===== src/hw/rtl/dtb_pkg.sv =====
// Shared types, command codes and arithmetic helpers for the decimating trail buffer.
`timescale 1ns / 1ps

package dtb_pkg;

    localparam int CMD_W   = 2;
    localparam int COORD_W = 32;

    localparam logic [CMD_W-1:0] CMD_PUSH  = 2'd0;
    localparam logic [CMD_W-1:0] CMD_CLEAR = 2'd1;
    localparam logic [CMD_W-1:0] CMD_READ  = 2'd2;

    typedef logic signed [COORD_W-1:0] t_coord;

    typedef struct packed {
        t_coord z;
        t_coord y;
        t_coord x;
    } t_pos;

    localparam int POS_W = $bits(t_pos);

    // Controller to datapath
    typedef struct packed {
        logic cap;          // take the accepted item's payload
        logic push_now;     // append input position at the fill count
        logic clear;        // empty the trail
        logic rd_issue;     // read the entry at rd_index
        logic halve_begin;  // arm the halving pass
        logic halve_rd;     // issue the next read of the halving pass
        logic push_halved;  // append the held position after halving
        logic load_out;     // load the result register
    } t_dp_cmd;

    // Datapath to controller
    typedef struct packed {
        logic full;
        logic halve_last;
        logic out_free;
    } t_dp_sts;

    // Floor of (a + b) / 2, exact in 33 bits
    function automatic t_coord floor_avg(input t_coord a, input t_coord b);
        logic signed [COORD_W:0] sum;
        sum = {a[COORD_W-1], a} + {b[COORD_W-1], b};
        return sum[COORD_W:1];
    endfunction

    function automatic t_pos pos_avg(input t_pos a, input t_pos b);
        t_pos r;
        r.x = floor_avg(a.x, b.x);
        r.y = floor_avg(a.y, b.y);
        r.z = floor_avg(a.z, b.z);
        return r;
    endfunction

endpackage


===== src/hw/rtl/dtb_ctrl.sv =====
// Sequencer: accepts commands, runs the halving pass, hands results to the output.
`timescale 1ns / 1ps

module dtb_ctrl (
    input  logic                      i_clk,
    input  logic                      i_rst_n,
    input  logic                      i_valid,
    input  logic [dtb_pkg::CMD_W-1:0] i_cmd,
    output logic                      o_ready,
    input  dtb_pkg::t_dp_sts          i_sts,
    output dtb_pkg::t_dp_cmd          o_cmd
);
    localparam logic [2:0] S_IDLE  = 3'd0;
    localparam logic [2:0] S_HALVE = 3'd1;
    localparam logic [2:0] S_DRAIN = 3'd2;
    localparam logic [2:0] S_HPUSH = 3'd3;
    localparam logic [2:0] S_RESP  = 3'd4;

    logic [2:0] r_state, n_state;

    always_comb begin
        n_state = r_state;
        o_cmd   = '0;
        o_ready = 1'b0;
        case (r_state)
            S_IDLE: begin
                o_ready = 1'b1;
                if (i_valid) begin
                    o_cmd.cap = 1'b1;
                    n_state   = S_RESP;
                    case (i_cmd)
                        dtb_pkg::CMD_PUSH: begin
                            if (i_sts.full) begin
                                o_cmd.halve_begin = 1'b1;
                                n_state           = S_HALVE;
                            end else begin
                                o_cmd.push_now = 1'b1;
                            end
                        end
                        dtb_pkg::CMD_CLEAR: o_cmd.clear    = 1'b1;
                        dtb_pkg::CMD_READ:  o_cmd.rd_issue = 1'b1;
                        default: ;
                    endcase
                end
            end
            S_HALVE: begin
                o_cmd.halve_rd = 1'b1;
                if (i_sts.halve_last) begin
                    n_state = S_DRAIN;
                end
            end
            // last pair is averaged and written here
            S_DRAIN: n_state = S_HPUSH;
            S_HPUSH: begin
                o_cmd.push_halved = 1'b1;
                n_state           = S_RESP;
            end
            S_RESP: begin
                if (i_sts.out_free) begin
                    o_cmd.load_out = 1'b1;
                    n_state        = S_IDLE;
                end
            end
            default: n_state = S_IDLE;
        endcase
    end

    always_ff @(posedge i_clk) begin
        if (!i_rst_n) begin
            r_state <= S_IDLE;
        end else begin
            r_state <= n_state;
        end
    end
endmodule


===== config.mk =====
export PLATFORM = sky130hd
export DESIGN_NAME = dtb_ctrl
export DESIGN_NICKNAME = d
export VERILOG_FILES = /design/src/hw/rtl/dtb_pkg.sv /design/src/hw/rtl/dtb_ctrl.sv
export SDC_FILE = /design/constraint.sdc
export NUM_CORES = 1
export LEC_CHECK = 0
export BUFFER_PORTS_ARGS = -buffer_cell sky130_fd_sc_hd__buf_2
export CAP_MARGIN = 25
export CELL_PAD_IN_SITES_DETAIL_PLACEMENT = 0
export CELL_PAD_IN_SITES_GLOBAL_PLACEMENT = 2
export CORE_UTILIZATION = 20
export CTS_CLUSTER_SIZE = 8
export DETAILED_ROUTE_END_ITERATION = 8
export GPL_TIMING_DRIVEN = 0
export PLACE_DENSITY_LB_ADDON = 0.1
export SYNTH_ARGS = -nofsm -noshare
export SYNTH_HDL_FRONTEND = slang
export SYNTH_SLANG_ARGS = --single-unit

===== constraint.sdc =====
create_clock -name i_clk -period 1.3 [get_ports i_clk]
set_input_delay 0.13 -clock i_clk [delete_from_list [all_inputs] [get_ports i_clk]]
set_output_delay 0.13 -clock i_clk [all_outputs]
set_load 0.02 [all_outputs]

; After elaboration in Yosys (flattened, before gate mapping)
; Index checks and enable logic that the tools add are counted.
; W data, S select, Z words.
[classes]
mul = 0
n_lt_le_gt_ge = 0
add_sub_neg = 0
div_mod_pow = 0
muxes = 19
n_shift = 0
n_eq_ne = 9
n_reduce_logical = 3
bitwise_logic = 0
[op_table]
columns = op, count
row1 = $mux W3, 5
row2 = $pmux W3 S5, 1
row3 = $mux W1, 11
row4 = $mux W5, 2
row5 = $eq A3 B2 Y1 const B, 2
row6 = $ne A2 B2 Y1 const B, 3
row7 = $eq A3 B1 Y1 const B, 1
row8 = $eq A3 B3 Y1 const B, 1
row9 = $logic_not A3 Y1, 1
row10 = $reduce_and A3 Y1, 1
row11 = $eq A2 B1 Y1 const B, 1
row12 = $eq A2 B2 Y1 const B, 1
row13 = $logic_not A2 Y1, 1
[totals]
latchBits = 0
regBits = 3
ramBits = 0
n_memories = 0
input_bits = 8
word_cells = 32
romBits = 0
output_inout_bits = 9

; Logic depth before layout (Yosys ltp)
; Gate-level depths: netlist of the first run.
[logic_depth]
depth_word = 4
ltp_mapped = 5
ltp_nobuf = 4

; Least setup slack after synthesis of the first run
; No wires, ideal clock.
[synth_path]
path_type = flip-flop to output port
from = register r_state[0]
to = output port o_cmd[6] (netlist bit)
path_slack_ps = -336
n_path_buf = 1
t_required_ps = 1170
arrival_ps = 1506
stages_incl_launch_ff = 5
path_cell_list = dfxtp_1 > buf_6 > nor3_4 > nand2_2 > nor4_1
[synth_lines]
columns = item, line
row1 = from (decl), dtb_ctrl.sv:19  ; logic [2:0] r_state, n_state;
row2 = from (signal assigned), dtb_ctrl.sv:72  ; r_state <= n_state;
row3 = to (decl), dtb_ctrl.sv:11  ; output dtb_pkg::t_dp_cmd o_cmd

==> flow_metrics.env, run 1 <==
export IMPL_clkSlewWorstSetupHoldPaths_ns=0.04
export IMPL_start_kind="flop"
export IMPL_post_route_period_util_pct=110.3
export IMPL_first_pass_iters=3
export IMPL_maxSlewViolCount=0
export IMPL_largest_register_ffs=3
export IMPL_place_port_buffers=16
export IMPL_insertion_delay_ns=0.23
export IMPL_drive_above_1_share_pct=64.91
export IMPL_avgSynthCellArea_sq_um=8.280
export IMPL_ir_worst_vdd_uv=387.0
export IMPL_cts_tree="yes"
export IMPL_hpwl_um=597.9
export IMPL_syn_to_final_growth_pct=80.89
export IMPL_grt_total_usage_pct=11.16
export IMPL_synthMuxAreaShare_pct=7.556
export IMPL_cts_buffers=3
export IMPL_chipWidth_um=39.52
export IMPL_start_util_pct=21.63
export IMPL_row_count=13
export IMPL_grt_pass1_vias=284
export IMPL_viasPerCell=4.667
export IMPL_place_area_sq_um=434.2
export IMPL_fin_nets=66
export IMPL_end_kind="output pin"
export IMPL_overflow=0
export IMPL_hold_path_cell_count=2
export IMPL_synth_compound_area_share_pct=16.89
export IMPL_critPathKind="flop to output pin"
export IMPL_htreeDepth=1
export IMPL_clock_fmax_ghz=0.6974
export IMPL_clkSinkCount=3
export IMPL_largestRegisters="r_state x3"
export IMPL_grt_pass1_wl_mm=1.138
export IMPL_antenna_found_initial=0
export IMPL_setup_viol=5
export IMPL_ios=17
export IMPL_syn_inst=34
export IMPL_fp_dieH_um=39.52
export IMPL_drt_wl_total_um=754
export IMPL_yosysUniqueCellTypes=25
export IMPL_cts_root_buf="clkbuf_4"
export IMPL_cp_arrival_ns=1.30
export IMPL_rsz0062_at_grt="true"
export IMPL_synth_warnings=0
export IMPL_clock_skew_ns=0.004631
export IMPL_dieArea_sq_um=1561
export IMPL_synth_nets=42
export IMPL_synth_seq_cells=3
export IMPL_power_leakage_uw=0.0002223
export IMPL_violations="negative setup slack"
export IMPL_antenna_cells=0
export IMPL_min_period_ns=1.434
export IMPL_crit_fanout=5
export IMPL_drc=0
export IMPL_final_util_pct=39.13
export IMPL_routedWlPerCell_um=10.47
export IMPL_total_power_uw=410.8
export IMPL_finalNonFillerCells=72
export IMPL_vias=336
export IMPL_pre_cts_slack_ns=-0.03361
export IMPL_ant_nets=0
export IMPL_top_register="r_state"
export IMPL_synthAdderAreaFrac_pct=0
export IMPL_clock_path_buffers=2
export IMPL_reg2reg_depth=4
export IMPL_crit_required_ns=1.17
export IMPL_drt_initial_drc_count=4
export IMPL_syn_cell_area_sq_um=281.5
export IMPL_status="finished, violations left"
export IMPL_setup_ws_ns=-0.1339
export IMPL_ys_seq_area_share_pct=21.33
export IMPL_worst_pin_slew_ns=0.2490
export IMPL_coreArea_sq_um=1301
export IMPL_synthXorXnorAreaFrac_pct=0
export IMPL_synthSimpleGateAreaFrac_pct=44.89
export IMPL_slew_headroom_pct=83.17
export IMPL_synth_top_family_by_area="simple AND/OR/NAND/NOR gates"
export IMPL_p_per_area_nw_per_um2=806.8
export IMPL_fin_area_sq_um=509.2
export IMPL_placed_cells=65
export IMPL_max_cap_violations=0
export IMPL_final_hold_viol_count=0
export IMPL_grt_start_max_net_pins=11
export IMPL_min_path_type="primary input to flop"
export IMPL_gp_congestion=0.5959
==> per-stage QoR <==
step	TNS [ns]	hold slack, ns
floorplan	-0.2359	0.2478
global route	-0.9438	0.1580
finish	-0.5448	0.1410
detailed placement	-0.04740	0.3751
global placement	-0.004927	0.3673
CTS	-0.8115	0.1305
==> critical path: stages, from the launching register on <==
cell and delay [ns]:
dfxtp_2 0.31, buf_6 0.12, nor3_4 0.16, nand2_4 0.13, nor3b_4 0.21, buf_6 0.14
==> cells in the mapped netlist (all sizes together) <==
cell type  instances  area [sq um]
a21oi              2         10.01
a2111oi            1         15.01
nand2b             1         6.260
nor2               4         17.52
mux2               1         11.26
o21bai             1         7.510
inv                2         7.500
nor4b              1         8.760
buf                2         18.77
dfxtp              3         60.06
o31ai              1         7.510
mux2i              1         10.01
and3               1         6.260
nand2              2         10.01
nor3b              3         22.52
nor4bb             1         10.01
nor4               1         6.260
nor3               3         26.28
o21a               1         7.510
nor2b              2         12.51
==> worst paths after layout <==
| kind | start | endpoint | slack, ns |
|---|---|---|---|
| setup / recovery | r_state[1] | o_cmd[5] | -0.13 |
| hold / removal | i_rst_n | r_state[0] | 0.14 |
| setup reg to reg | r_state[0] | r_state[2] | 0.05 |
| hold reg to reg | r_state[2] | r_state[1] | 0.52 |
==> layer usage <==
metal | global-route usage, % | wire, um | vias up
li1 | - | - | 175
met1 | 10.85 | 298 | 151
met2 | 19.67 | 406 | 10
met3 | 3.409 | 49 | 0
met4 | 7.759 | 0 | 0
met5 | 0 | 0 | -
==> kinds of logic (layout without fill, tap and decap cells) <==
group	Yosys count	in the layout
AND/OR/NAND/NOR	19	19
AO/OA/AOI/OAI	6	6
buffers and inverters	4	27
flip-flops	3	3
multiplexers	2	2
==> layout make-up <==
class                   instances  area, sq um
multi-input cells              27        242.7
fillers                       146        792.0
plain buffers                   1        11.26
repair buffers                 20        136.4
flip-flops and latches          3        63.81
inverters                       2        10.01
clock buffers                   4        26.28
well taps                      15        18.77
==> repair_timing <==
item	CTS	global route
hold buffers	0	0
setup endpoints to repair	6	10
setup buffers	2	2
pin swaps	3	4
gates resized for setup	8	4
gates cloned	0	0
==> where the power goes <==
group | switching [uW] | internal, uW
registers | 9.99 | 98.6
logic | 74.1 | 66.1
clock network | 47.2 | 115
total | 131 | 280
==> layout by cell type (no fill, tap or decap) <==
master	count
nor4b_1	1
nand2_1	1
clkbuf_1	1
nand2b_1	1
buf_6	4
mux2i_1	1
nand2_4	1
nor2_2	1
nor3b_4	2
and3_4	1
a2111oi_2	1
nor4_4	1
a21oi_1	2
mux2_2	1
nor3_1	2
nor4bb_1	1
inv_1	1
inv_4	1
nor3b_1	1
nor2b_1	2
nor2_1	3
o31ai_1	1
buf_4	7
o21bai_1	1
clkbuf_4	3
buf_2	10
nor3_4	1
dfxtp_2	3
o21a_1	1
Power figures use the tool's default switching activity.
==> inputs of run 2 (changes only) <==
--- a/config.mk
+++ b/config.mk
@@ -7,13 +7,15 @@
 export LEC_CHECK = 0
 export BUFFER_PORTS_ARGS = -buffer_cell sky130_fd_sc_hd__buf_2
 export CAP_MARGIN = 25
-export CELL_PAD_IN_SITES_DETAIL_PLACEMENT = 0
-export CELL_PAD_IN_SITES_GLOBAL_PLACEMENT = 2
-export CORE_UTILIZATION = 20
+export CELL_PAD_IN_SITES_DETAIL_PLACEMENT = 1
+export CELL_PAD_IN_SITES_GLOBAL_PLACEMENT = 1
+export CORE_AREA = 2 2 39 41
+export CTS_CLUSTER_DIAMETER = 120
 export CTS_CLUSTER_SIZE = 8
 export DETAILED_ROUTE_END_ITERATION = 8
+export DIE_AREA = 0 0 41 43
 export GPL_TIMING_DRIVEN = 0
-export PLACE_DENSITY_LB_ADDON = 0.1
+export PLACE_DENSITY = 0.57
 export SYNTH_ARGS = -nofsm -noshare
 export SYNTH_HDL_FRONTEND = slang
 export SYNTH_SLANG_ARGS = --single-unit
==> run 2 against run 1 <==
Effect of this change:
- the flow still finishes with violations (negative setup slack)
- cell count grew 2.8%
- clock skew fell by 0.0040 ns
- combinational power rose by 16%
- routed wire length grew 16%
- sequential share of layout area shrank 0.89 points
- global-route usage decreased by 0.54 points
- non-clock buffer count up 1
- critical path depth is the same
- critical path type unchanged
- critical endpoint is now o_cmd[4]
- highest routed layer unchanged
==> flow_metrics.env, run 2 (same netlist as run 1, synthesis figures left out) <==
export IMPL_viasPerCell=4.595
export IMPL_fin_nets=67
export IMPL_start_util_pct=20.34
export IMPL_placed_cells=66
export IMPL_n_fill_cell=165
export IMPL_antenna_cells=0
export IMPL_start_kind="flop"
export IMPL_multi_input_area_sq_um=257.7
export IMPL_largestRegisters="r_state x3"
export IMPL_crit_fanout=6
export IMPL_min_period_ns=1.434
export IMPL_antenna_found_initial=0
export IMPL_rsz0062_at_grt="true"
export IMPL_maxSlewViolCount=0
export IMPL_critPathSlowestCell="dfxtp_2"
export IMPL_crit_required_ns=1.17
export IMPL_cts_tree="yes"
export IMPL_setup_tns_ns=-0.5386
export IMPL_top_register="r_state"
export IMPL_place_area_sq_um=435.4
export IMPL_cts_root_buf="clkbuf_4"
export IMPL_dieArea_sq_um=1763
export IMPL_drt_wl_total_um=874
export IMPL_drive_above_1_share_pct=67.24
export IMPL_syn_to_final_growth_pct=94.67
export IMPL_r2r_end="r_state[2]"
export IMPL_r2r_start="r_state[0]"
export IMPL_status="finished, violations left"
export IMPL_clock_path_buffers=2
export IMPL_crit_cells=5
export IMPL_slew_headroom_pct=82.25
export IMPL_fin_area_sq_um=548.0
export IMPL_clock_fmax_ghz=0.6975
export IMPL_max_cap_violations=0
export IMPL_crit_path_max_incr_delay_ns=0.31
export IMPL_path_delay_family="simple AND/OR/NAND/NOR gates"
export IMPL_post_route_period_util_pct=110.3
export IMPL_cts_buffers=3
export IMPL_clkSlewWorstSetupHoldPaths_ns=0.04
export IMPL_min_path_type="primary input to flop"
export IMPL_violations="negative setup slack"
export IMPL_htreeDepth=1
export IMPL_r2r_slack_ns=0.05
export IMPL_grt_pass1_wl_mm=1.283
export IMPL_insertion_delay_ns=0.23
export IMPL_final_util_pct=39.60
export IMPL_end_kind="output pin"
export IMPL_cts_hold_buf=0
export IMPL_worst_pin_slew_ns=0.2626
export IMPL_final_hold_viol_count=0
export IMPL_p_per_area_nw_per_um2=789.8
export IMPL_hold_start="i_rst_n"
export IMPL_row_count=14
export IMPL_pre_cts_slack_ns=-0.04306
export IMPL_hpwl_um=630.8
export IMPL_hold_path_cell_count=3
export IMPL_grt_start_max_net_pins=11
export IMPL_critPathKind="flop to output pin"
export IMPL_gp_congestion=0.7130
export IMPL_overflow=0
export IMPL_grt_total_usage_pct=10.62
export IMPL_crit_chain="buf_6 -> nor3_4 -> nand2_4 -> nor3b_4 -> buf_6"
export IMPL_cp_arrival_ns=1.30
export IMPL_ios=17
export IMPL_clock_skew_ns=0.0006578
export IMPL_power_leakage_uw=0.0002334
export IMPL_reg2reg_depth=4
export IMPL_path_common_cell="buf_6"
export IMPL_clkSinkCount=3
export IMPL_coreArea_sq_um=1384
export IMPL_first_pass_iters=3
export IMPL_seqCellArea_sq_um=63.81
export IMPL_vias=340
export IMPL_place_port_buffers=16
export IMPL_setup_ws_ns=-0.1336
export IMPL_final_cell_mix="9 x buf_4, 7 x buf_2, 6 x buf_6"
export IMPL_fp_dieH_um=43
export IMPL_ant_nets=0
export IMPL_finalNonFillerCells=74
export IMPL_chipWidth_um=41
export IMPL_layout_commonest_cell="buf_4"
export IMPL_hold_path_end="r_state[2]"
export IMPL_drc=0
export IMPL_routedWlPerCell_um=11.81
export IMPL_setup_viol=5
export IMPL_grt_pass1_vias=314
export IMPL_path_buf_inv=2
export IMPL_largest_register_ffs=3
export IMPL_ir_worst_vdd_uv=490.1
export IMPL_drt_initial_drc_count=4
run 2: where the power goes:
group	internal, uW	switching (uW)	total, uW
logic	84.3	78.5	163
clock network	115	46.0	161
registers	98.6	10.5	109
total	298	135	433
run 2: timing repair:
item	in CTS	in global routing
endpoints found under the setup margin	6	10
setup buffers	2	3
pin swaps	3	2
gates cloned	0	0
gates resized for setup	11	8
run 2: metal layers:
layer	global-route usage (%)	vias to the layer above	part of all wire, %
met3	0	0	3.5
li1	-	173	-
met2	15.31	9	51
met1	14.38	158	45
met5	0	-	0
met4	8.000	0	0
run 2: cell type report:
| cell class | instances | area share (%) |
|---|---|---|
| timing repair buffer | 21 | 29.00 |
| multi-input combinational | 27 | 47.03 |
| inverter | 2 | 1.826 |
| buffer | 1 | 2.055 |
| sequential | 3 | 11.64 |
| clock buffer | 4 | 4.795 |
| tap | 16 | 3.653 |
run 2: worst min-delay path: cells and delay by family:
family	cells	cell delay, ns
buffers and inverters	1	0.11
AO/OA/AOI/OAI	2	0.10
run 2: through the flow:
stage                     power [uW]  hold WS (ns)
final                          432.8        0.1578
after global routing           461.7        0.1732
after CTS                      428.3        0.1492
after detailed placement       236.8        0.4061
after global placement         236.6        0.4091
after floorplan                191.0        0.2478
run 2: worst max path at each step:
stage | start | slack (ns) | endpoint
detailed placement | r_state[1] | -0.04 | o_cmd[3]
floorplan | r_state[1] | -0.08 | o_cmd[3]
global route | r_state[1] | -0.20 | o_cmd[4]
global placement | r_state[1] | -0.04 | o_cmd[3]
finish | r_state[1] | -0.13 | o_cmd[4]
CTS | r_state[0] | -0.19 | o_cmd[3]
==> inputs of run 3 (changes only) <==
--- a/config.mk
+++ b/config.mk
@@ -15,7 +15,7 @@
 export DETAILED_ROUTE_END_ITERATION = 8
 export DIE_AREA = 0 0 41 43
 export GPL_TIMING_DRIVEN = 0
-export PLACE_DENSITY = 0.57
+export PLACE_DENSITY_LB_ADDON = 0.15
 export SYNTH_ARGS = -nofsm -noshare
 export SYNTH_HDL_FRONTEND = slang
 export SYNTH_SLANG_ARGS = --single-unit
==> run 3 against run 2 <==
Effect of this change:
- the run still ends with negative setup slack left
- via count rose by 0.29%
- critical path depth fell by 1
- sequential share of layout area is 0.43 points higher
- setup slack lost 0.0064 ns
- design area increased by 0.23%
==> flow_metrics.env, run 3 (same netlist as run 1, synthesis figures left out) <==
export IMPL_status="finished, violations left"
export IMPL_violations="negative setup slack"
export IMPL_fp_dieH_um=43
export IMPL_hpwl_um=712.7
export IMPL_cts_root_buf="clkbuf_4"
export IMPL_grt_pass1_vias=329
export IMPL_vias=341
export IMPL_fin_nets=67
export IMPL_power_leakage_uw=0.0002341
export IMPL_grt_start_max_net_pins=11
export IMPL_post_route_period_util_pct=110.8
export IMPL_min_path_type="primary input to flop"
export IMPL_whs_ns=0.1586
export IMPL_setup_ws_ns=-0.1401
export IMPL_drive_above_1_share_pct=70.69
export IMPL_htreeDepth=1
export IMPL_pwr_share_clk_pct=37.8
export IMPL_pre_cts_slack_ns=-0.05257
export IMPL_hold_path_cell_count=3
export IMPL_swShare_pct=32.06
export IMPL_routedWlPerCell_um=13.23
export IMPL_insertion_delay_ns=0.23
export IMPL_setup_viol=5
export IMPL_power_switching_uw=136.5
export IMPL_gp_congestion=0.7675
export IMPL_final_hold_viol_count=0
export IMPL_critPathKind="flop to output pin"
export IMPL_grt_total_usage_pct=12.35
export IMPL_clkSlewWorstSetupHoldPaths_ns=0.03
export IMPL_crit_fanout=5
export IMPL_cts_tree="yes"
export IMPL_rsz0062_at_grt="true"
export IMPL_ant_nets=0
export IMPL_setup_tns_ns=-0.6538
export IMPL_largestRegisters="r_state x3"
export IMPL_clkSinkCount=3
export IMPL_chipWidth_um=41
export IMPL_p_comb_share_pct=36.7
export IMPL_drc=0
export IMPL_seqPwrFrac_pct=25.5
export IMPL_met3_usage_pct=1.571
export IMPL_drt_wl_total_um=979
export IMPL_place_port_buffers=16
export IMPL_first_pass_iters=2
export IMPL_start_kind="flop"
export IMPL_reg2reg_depth=5
export IMPL_slew_headroom_pct=81.56
export IMPL_row_count=14
export IMPL_largest_register_ffs=3
export IMPL_layout_commonest_cell="buf_2"
export IMPL_clock_fmax_ghz=0.6944
export IMPL_antenna_cells=0
export IMPL_grt_busiest_layer="met2"
export IMPL_viasPerCell=4.608
export IMPL_cts_hold_buf=0
export IMPL_clock_path_buffers=2
export IMPL_worst_pin_slew_ns=0.2761
export IMPL_antenna_found_initial=0
export IMPL_end_kind="output pin"
export IMPL_drt_initial_drc_count=2
export IMPL_coreArea_sq_um=1384
export IMPL_start_util_pct=20.34
export IMPL_gr_usage_met2_pct=20.94
export IMPL_p_per_area_nw_per_um2=774.9
export IMPL_clock_skew_ns=0.002636
export IMPL_grt_pass1_wl_mm=1.483
export IMPL_ios=17
export IMPL_cp_arrival_ns=1.31
export IMPL_met1_usage_pct=14.15
export IMPL_cts_buffers=3
export IMPL_overflow=0
export IMPL_ir_worst_vdd_uv=412.7
export IMPL_max_cap_violations=0
export IMPL_syn_to_final_growth_pct=95.11
export IMPL_p_int_uw=289.2
export IMPL_final_cell_mix="9 x buf_2, 7 x buf_4, 6 x buf_6, 3 x nor2_1, 3 x clkbuf_4"
export IMPL_top_register="r_state"
export IMPL_crit_required_ns=1.17
export IMPL_maxSlewViolCount=0
export IMPL_min_period_ns=1.440
export IMPL_dieArea_sq_um=1763
-- run 3: what timing repair did --
item	in CTS	in global routing
endpoints found under the setup margin	7	10
endpoints found under the hold margin	0	0
buffers inserted	2	3
pin swaps	3	3
gates resized for setup	9	10
-- run 3: final timing paths --
kind               from  slack, ns         end
min reg2reg  r_state[2]       0.54  r_state[1]
max          r_state[1]      -0.14    o_cmd[0]
min             i_rst_n       0.16  r_state[2]
max reg2reg  r_state[1]       0.09  r_state[0]
-- run 3: per-layer routing --
metal	vias up	part of all wire, %
met3	0	2.7
met4	0	0
met1	163	37
li1	173	-
met5	-	0
met2	5	60
-- run 3: through the flow --
| stage | instances | instance area (sq um) | util (%) | total power [uW] |
|---|---|---|---|---|
| floorplan | 34 | 335.3 | - | 191.0 |
| global placement | 66 | 435.4 | 31.46 | 232.4 |
| detailed placement | 66 | 435.4 | 31.46 | 237.5 |
| CTS | 72 | 503.0 | 36.35 | 427.5 |
| global route | 74 | 549.3 | 39.69 | 458.8 |
| finish | 74 | 549.3 | 39.69 | 425.6 |
-- run 3: cell type report --
type | instances | area (sq um)
fillers | 170 | 834.6
clock buffers | 4 | 26.28
plain buffers | 1 | 11.26
flip-flops and latches | 3 | 66.31
multi-input cells | 27 | 261.5
inverters | 2 | 10.01
well taps | 16 | 20.02
repair buffers | 21 | 153.9
-- run 3: critical path: stages (launching register included) --
cell	delay, ns
dfxtp_2	0.32
buf_6	0.12
buf_4	0.15
nor4bb_2	0.28
buf_2	0.21
-- run 3: power groups by stage --
| stage | Clock [uW] | Sequential (uW) | Combinational (uW) |
|---|---|---|---|
| global route | 181 | 109 | 169 |
| global placement | 0 | 108 | 124 |
| CTS | 175 | 107 | 146 |
| detailed placement | 0 | 108 | 129 |
| finish | 161 | 109 | 156 |
| floorplan | 0 | 106 | 84.6 |
